`src/design/sbpd_pkg.sv`:
```
// Shared types and constants for the spectrum bin power to dB converter.
`timescale 1ns / 1ps

package sbpd_pkg;

	localparam int POWER_W = 48;
	localparam int LEVEL_W = 40;
	localparam int INDEX_W = 12;
	localparam int CFG_W   = 48;
	localparam int CFG_IDX_W = 3;
	localparam int BASE_W  = 24;

	// register indexes of the configuration port
	localparam logic [CFG_IDX_W-1:0] REG_BINS_IN_USE     = 3'd0;
	localparam logic [CFG_IDX_W-1:0] REG_CROP_PERCENT    = 3'd1;
	localparam logic [CFG_IDX_W-1:0] REG_HOPPING_ENABLED = 3'd2;
	localparam logic [CFG_IDX_W-1:0] REG_LINEAR_MODE     = 3'd3;
	localparam logic [CFG_IDX_W-1:0] REG_BASELINE_ENABLE = 3'd4;
	localparam logic [CFG_IDX_W-1:0] REG_BASELINE_VALUE  = 3'd5;
	localparam logic [CFG_IDX_W-1:0] REG_NORM_DIVISOR    = 3'd6;

	// 10*log10(2) in Q.24
	localparam logic [31:0] DB_COEF = 32'd50504453;
	// linear quotient cap, 2^41
	localparam logic [42:0] Q_CAP = 43'h200_0000_0000;
	localparam logic signed [LEVEL_W-1:0] LVL_MAX = 40'sh7F_FFFF_FFFF;
	localparam logic signed [LEVEL_W-1:0] LVL_MIN = 40'sh80_0000_0000;
	// floor(x/100) == (x * CROP_RECIP) >> CROP_SHIFT for x below 2^23
	localparam logic [23:0] CROP_RECIP = 24'd10737419;
	localparam int CROP_SHIFT = 30;
	localparam logic [6:0] CROP_MAX = 7'd100;

	// settings the arithmetic unit needs for one conversion
	typedef struct packed {
		logic                      linear;
		logic                      base_en;
		logic signed [BASE_W-1:0]  baseline;
		logic [POWER_W-1:0]        divisor;
	} sbpd_cfg_t;

endpackage

```
`src/design/sbpd_unit.sv`:
```
// Iterative arithmetic unit: restoring divide or log2 by squaring, one shared multiplier.
`timescale 1ns / 1ps

module sbpd_unit import sbpd_pkg::*; #(
	parameter int FRAC_BITS = 16
) (
	input  logic                      clk,
	input  logic                      arst_n,
	input  logic                      start,
	input  logic [POWER_W-1:0]        power,
	input  sbpd_cfg_t                 cfg,
	output logic                      done,
	output logic signed [LEVEL_W-1:0] level
);

	localparam int DIV_STEPS = POWER_W + FRAC_BITS;
	localparam int SH = 54 - FRAC_BITS;
	localparam logic [63:0] RND = 64'd1 << (SH - 1);

	localparam logic [2:0] U_IDLE = 3'd0;
	localparam logic [2:0] U_DIV  = 3'd1;
	localparam logic [2:0] U_NORM = 3'd2;
	localparam logic [2:0] U_SQ   = 3'd3;
	localparam logic [2:0] U_MUL0 = 3'd4;
	localparam logic [2:0] U_MUL1 = 3'd5;
	localparam logic [2:0] U_FIN  = 3'd6;

	logic [2:0]                st_q;
	logic [6:0]                cnt_q;
	logic [POWER_W:0]          r_q;
	logic [42:0]               q_q;
	logic [POWER_W-1:0]        x_q;
	logic [5:0]                e_q;
	logic [31:0]               y_q;
	logic [29:0]               frac_q;
	logic [35:0]               lp_q;
	logic [35:0]               mag_q;
	logic                      neg_q;
	logic                      second_q;
	logic                      zero_q;
	logic                      lin_q;
	logic [63:0]               acc_q;
	logic                      done_q;
	logic signed [LEVEL_W-1:0] level_q;

	logic [POWER_W-1:0] dvs;
	assign dvs = (cfg.divisor == '0) ? POWER_W'(1) : cfg.divisor;

	// shared multiplier
	logic [31:0] mul_a, mul_b;
	logic [63:0] mul_p;
	always_comb begin
		unique case (st_q)
			U_SQ: begin
				mul_a = y_q;
				mul_b = y_q;
			end
			U_MUL0: begin
				mul_a = mag_q[31:0];
				mul_b = DB_COEF;
			end
			U_MUL1: begin
				mul_a = {28'd0, mag_q[35:32]};
				mul_b = DB_COEF;
			end
			default: begin
				mul_a = '0;
				mul_b = '0;
			end
		endcase
	end
	assign mul_p = mul_a * mul_b;

	// one restoring divide step
	logic [POWER_W:0] r_sh, r_nx;
	logic [43:0]      q_sh;
	logic [42:0]      q_nx;
	always_comb begin
		r_sh = {r_q[POWER_W-1:0], x_q[POWER_W-1]};
		q_sh = {q_q, 1'b0};
		if (r_sh >= {1'b0, dvs}) begin
			r_nx = r_sh - {1'b0, dvs};
			q_sh[0] = 1'b1;
		end else begin
			r_nx = r_sh;
		end
		q_nx = (q_sh > {1'b0, Q_CAP}) ? Q_CAP : q_sh[42:0];
	end

	// binary-search normalize: one shift amount per cycle
	logic [POWER_W-1:0] x_nx;
	logic [5:0]         e_nx;
	always_comb begin
		x_nx = x_q;
		e_nx = e_q;
		unique case (cnt_q)
			7'd0: if (x_q[47:16] == '0) begin
				x_nx = {x_q[15:0], 32'd0};
				e_nx = e_q - 6'd32;
			end
			7'd1: if (x_q[47:32] == '0) begin
				x_nx = {x_q[31:0], 16'd0};
				e_nx = e_q - 6'd16;
			end
			7'd2: if (x_q[47:40] == '0) begin
				x_nx = {x_q[39:0], 8'd0};
				e_nx = e_q - 6'd8;
			end
			7'd3: if (x_q[47:44] == '0) begin
				x_nx = {x_q[43:0], 4'd0};
				e_nx = e_q - 6'd4;
			end
			7'd4: if (x_q[47:46] == '0) begin
				x_nx = {x_q[45:0], 2'd0};
				e_nx = e_q - 6'd2;
			end
			7'd5: if (!x_q[47]) begin
				x_nx = {x_q[46:0], 1'b0};
				e_nx = e_q - 6'd1;
			end
			default: ;
		endcase
	end

	// one squaring step of the fraction
	logic [32:0] sq;
	logic [31:0] y_nx;
	logic [29:0] frac_nx;
	logic [35:0] lg;
	always_comb begin
		sq = mul_p[63:31];
		if (sq[32]) begin
			y_nx = sq[32:1];
			frac_nx = {frac_q[28:0], 1'b1};
		end else begin
			y_nx = sq[31:0];
			frac_nx = {frac_q[28:0], 1'b0};
		end
		lg = {e_q, frac_nx};
	end

	// final scaling, baseline and saturation
	logic [63:0]        rnd;
	logic signed [47:0] mag48, val, val_b;
	logic signed [LEVEL_W-1:0] lvl_nx;
	always_comb begin
		rnd = (acc_q + RND) >> SH;
		mag48 = signed'(48'(rnd));
		if (lin_q)
			val = signed'({5'd0, q_q});
		else
			val = neg_q ? -mag48 : mag48;
		val_b = cfg.base_en ? val - 48'(cfg.baseline) : val;
		if (val_b > 48'(LVL_MAX))
			lvl_nx = LVL_MAX;
		else if (val_b < 48'(LVL_MIN))
			lvl_nx = LVL_MIN;
		else
			lvl_nx = val_b[LEVEL_W-1:0];
		if (zero_q)
			lvl_nx = LVL_MIN;
	end

	// sequencer
	always_ff @(posedge clk or negedge arst_n) begin
		if (!arst_n) begin
			st_q <= U_IDLE;
			done_q <= 1'b0;
		end else begin
			done_q <= 1'b0;
			unique case (st_q)
				U_IDLE: if (start) begin
					if (cfg.linear)
						st_q <= U_DIV;
					else if (power == '0)
						st_q <= U_FIN;
					else
						st_q <= U_NORM;
				end
				U_DIV: if (cnt_q == 7'(DIV_STEPS - 1))
					st_q <= U_FIN;
				U_NORM: if (cnt_q == 7'd5)
					st_q <= U_SQ;
				U_SQ: if (cnt_q == 7'd29)
					st_q <= second_q ? U_MUL0 : U_NORM;
				U_MUL0: st_q <= U_MUL1;
				U_MUL1: st_q <= U_FIN;
				U_FIN: begin
					st_q <= U_IDLE;
					done_q <= 1'b1;
				end
				default: st_q <= U_IDLE;
			endcase
		end
	end

	// datapath registers
	always_ff @(posedge clk) begin
		unique case (st_q)
			U_IDLE: if (start) begin
				lin_q <= cfg.linear;
				zero_q <= !cfg.linear && (power == '0);
				x_q <= power;
				e_q <= 6'd47;
				r_q <= '0;
				q_q <= '0;
				cnt_q <= '0;
				second_q <= 1'b0;
			end
			U_DIV: begin
				r_q <= r_nx;
				q_q <= q_nx;
				x_q <= {x_q[POWER_W-2:0], 1'b0};
				cnt_q <= cnt_q + 7'd1;
			end
			U_NORM: begin
				x_q <= x_nx;
				e_q <= e_nx;
				if (cnt_q == 7'd5) begin
					y_q <= x_nx[47:16];
					frac_q <= '0;
					cnt_q <= '0;
				end else begin
					cnt_q <= cnt_q + 7'd1;
				end
			end
			U_SQ: begin
				y_q <= y_nx;
				frac_q <= frac_nx;
				if (cnt_q == 7'd29) begin
					cnt_q <= '0;
					if (!second_q) begin
						lp_q <= lg;
						second_q <= 1'b1;
						x_q <= dvs;
						e_q <= 6'd47;
					end else begin
						neg_q <= lp_q < lg;
						mag_q <= (lp_q < lg) ? lg - lp_q : lp_q - lg;
					end
				end else begin
					cnt_q <= cnt_q + 7'd1;
				end
			end
			U_MUL0: acc_q <= mul_p;
			U_MUL1: acc_q <= acc_q + {mul_p[31:0], 32'd0};
			U_FIN: level_q <= lvl_nx;
			default: ;
		endcase
	end

	assign done = done_q;
	assign level = level_q;

endmodule

```
`config.mk`:
```
export PLATFORM = sky130hd
export DESIGN_NAME = sbpd_unit
export DESIGN_NICKNAME = d
export VERILOG_FILES = /design/src/design/sbpd_pkg.sv /design/src/design/sbpd_unit.sv
export SDC_FILE = /design/constraint.sdc
export NUM_CORES = 2
export LEC_CHECK = 0
export ABC_AREA = 1
export BUFFER_PORTS_ARGS = -buffer_cell sky130_fd_sc_hd__buf_2
export CELL_PAD_IN_SITES_DETAIL_PLACEMENT = 1
export CELL_PAD_IN_SITES_GLOBAL_PLACEMENT = 1
export CORE_UTILIZATION = 45
export DETAILED_ROUTE_END_ITERATION = 12
export PLACE_DENSITY = 0.86
export SLEW_MARGIN = 20
export SYNTH_ARGS = -nofsm -noshare
export SYNTH_HDL_FRONTEND = slang
export SYNTH_SLANG_ARGS = --single-unit
export TNS_END_PERCENT = 1
```
`constraint.sdc`:
```
create_clock -name clk -period 9.07 [get_ports clk]
set_input_delay 2.2675 -clock clk [delete_from_list [all_inputs] [get_ports clk]]
set_output_delay 2.2675 -clock clk [all_outputs]
set_load 0.02 [all_outputs]
```
==> run summary <==
Status -> finished with violations
Failing checks -> negative setup slack
Slowest cell on crit path -> fa_1
VDD IR max -> 0.240 mV
Top Ports -> 166
Routed Wire Length -> 312 mm
Hold-fix buffers, CTS -> 0
Reg clk slew, reported paths -> 70 ps
Worst-Margin Slew -> 1140 ps
Kind of critical path -> reg -> reg
Nets -> 11.1k
Top post-synthesis cells by count -> 1836 x inv_1, 1750 x nand2_1, 901 x fa_1
GR Util All Layers -> 40.7%
Die area -> 0.148 mm²
First-pass GRT wire length -> 452 mm
CTS tree -> done
Largest net degree at the start of global routing -> 62
Drt wl/cell -> 27.1 µm
Final worst slack -> -1280 ps
Flop and latch count out of synthesis -> 365
RSZ-0062 raised after global routing -> yes
Design area -> 0.0793 mm²
Cell with the most instances after synthesis -> inv_1
Pwr Density -> 371 mW/mm²
Routed Antenna Nets -> 0
Drt pass-1 iters -> 8
Vias in the first global route -> 72.5k
MaxCap Viol Count -> 0
Clk Latency, worst-skew pair -> 620 ps
Yosys cell types -> 63
Worst setup EP type -> flop
Hold Path Class -> reg -> reg
Die Span Y -> 384 µm
HPWL Detailed -> 246 mm
Clk sinks -> 365
# rows -> 139
Worst path required time -> 9420 ps
Core area -> 0.144 mm²
Register area share after synthesis -> 16.6%
Maximum level of the CTS H-tree -> 2
Placed cell area -> 0.0757 mm²
Area grow syn2layout -> 20.6%
Deepest clock path buffer count -> 3
Worst path bufs/invs -> 15
Slew margin rel. -> 23.3%
Crit-path max cell delay -> 620 ps
DRT iter0 DRCs -> 6292
Initial Utilization -> 45.6%
Async S/R FF share, synth -> 1.10%
Clk_skew -> 24.8 ps
Syn nets -> 10.2k
Synthesized area -> 0.0658 mm²
Slew Viols, Final -> 0
Final worst path period share -> 114%
Crit path arrival time -> 10700 ps
Area contributors post-synth -> fa_1 27%, edfxtp_1 16%, inv_1 10%
Via density -> 5.92
Final hold vios -> 0
EDFF count, synth -> 361
Crit Path Max Fanout -> 8
Warnings, synthesis -> 0
Crit-path most repeated cell -> nand2_1
Startpoint types -> flop
Ys flop type -> edfxtp_1
Gpl congestion -> 1.05
Pre-CTS setup slack -> -1240 ps
Syn Inst Count -> 8677
DR vias -> 68.0k
Synth top area share -> 27.4%
Root Driver -> clkbuf_16
Avg Synthesized Cell Area -> 7.58 µm²
Final setup viols -> 101
GR Overflow Total -> 0
Post-route DRC -> 0
Die W -> 384 µm
Initial antenna violation count -> 8
Leak -> 39.1 nW
Peak Freq -> 96.7 MHz
CP delay by family, top -> adder cells
Port bufs -> 165
Share of cells above drive strength 1 -> 16.8%
Cell type with the largest total area after synthesis -> fa_1
Tmin final -> 10350 ps
TritonCTS Buffers -> 41
[routing by layer]
metal | vias up | GRT usage (%) | share of wire, %
li1 | 29000 | - | -
met4 | 4 | 26.5 | 8.7
met2 | 3592 | 66.1 | 46
met1 | 34100 | 49.8 | 37
met3 | 1275 | 6.87 | 8.9
met5 | - | 0 | 0.0090
[worst paths after layout]
path	from	to	slack (ps)	cells past startpoint
worst min-delay path	frac_q[24]	lp_q[25]	490	0
max in group asynchronous	arst_n	st_q[0]	7470	1
worst min register to register	frac_q[24]	lp_q[25]	490	0
worst max-delay path	st_q[1]	mag_q[22]	-1280	49
min in group asynchronous	arst_n	done	1460	1
worst max register to register	st_q[1]	mag_q[22]	-1280	49
[cell families after synthesis]
logic type               synth area share, %
flip-flops                              16.6
multiplexers                          0.0913
buffers and inverters                   12.5
other                                0.00570
XOR/XNOR                                2.64
adder cells (fa/ha/maj)                 36.4
AND/OR/NAND/NOR                         18.6
AO/OA/AOI/OAI                           13.2
[cell usage in the layout (no fill, tap or decap), drive strengths merged, types with 37 or more instances in the layout]
master / synthesis / routed
a21oi: 626 / 626
clkinv: 28 / 37
nand2: 1764 / 1764
xor2: 106 / 106
o21ai: 527 / 527
inv: 1844 / 1838
nand3: 208 / 208
xnor2: 92 / 92
nor4: 45 / 45
nand4: 61 / 61
fa: 901 / 901
clkbuf: 250 / 46
nor2: 870 / 870
o211ai: 57 / 57
o2111ai: 46 / 46
buf: 52 / 1136
nor3: 59 / 59
edfxtp: 361 / 361
ha: 470 / 470
[area by class of cell]
| type | count | area [µm²] |
|---|---|---|
| clock inverters | 28 | 419 |
| inverters | 1872 | 7070 |
| flip-flops and latches | 365 | 10900 |
| clock buffers | 46 | 1080 |
| repair buffers | 1136 | 9270 |
| well taps | 1903 | 2380 |
| fillers | 17900 | 65000 |
| multi-input cells | 6138 | 48200 |
| diodes | 7 | 17.5 |
[through the flow]
| stage | cells | hold WS [ps] | TNS, ps | total power [mW] | utilization (%) |
|---|---|---|---|---|---|
| global placement | 11400 | 466 | -33290 | 23.8 | 52.4 |
| floorplan | 8677 | 454 | -2840 | 14.3 | - |
| finish | 11500 | 489 | -63250 | 29.5 | 55.0 |
| global route | 11500 | 506 | -78780 | 30.7 | 55.0 |
| detailed placement | 11400 | 479 | -51410 | 24.6 | 52.4 |
| CTS | 11500 | 493 | -18730 | 27.5 | 54.3 |
[sequential cells by signal (all words and copies together), names as in the netlist]
register  count
done          1
mag_q        36
st_q          3
acc_q        32
lin_q         1
q_q          43
y_q          32
r_q          48
e_q           6
cnt_q         7
zero_q        1
second_q      1
level        40
x_q          48
neg_q         1
lp_q         36
frac_q       29
[report_power, final]
| group | switching (mW) | internal [mW] |
|---|---|---|
| logic | 15.2 | 8.83 |
| registers | 0.629 | 2.89 |
| clock network | 0.830 | 1.12 |
| total | 16.6 | 12.8 |
[timing repair]
| item | CTS | global route |
|---|---|---|
| buffers inserted | 44 | 16 |
| pin swaps | 80 | 65 |
| setup endpoints to repair | 92 | 99 |
| hold endpoints to repair | 0 | 0 |
| gates resized for setup | 252 | 178 |
Power figures use the tool's default switching activity.
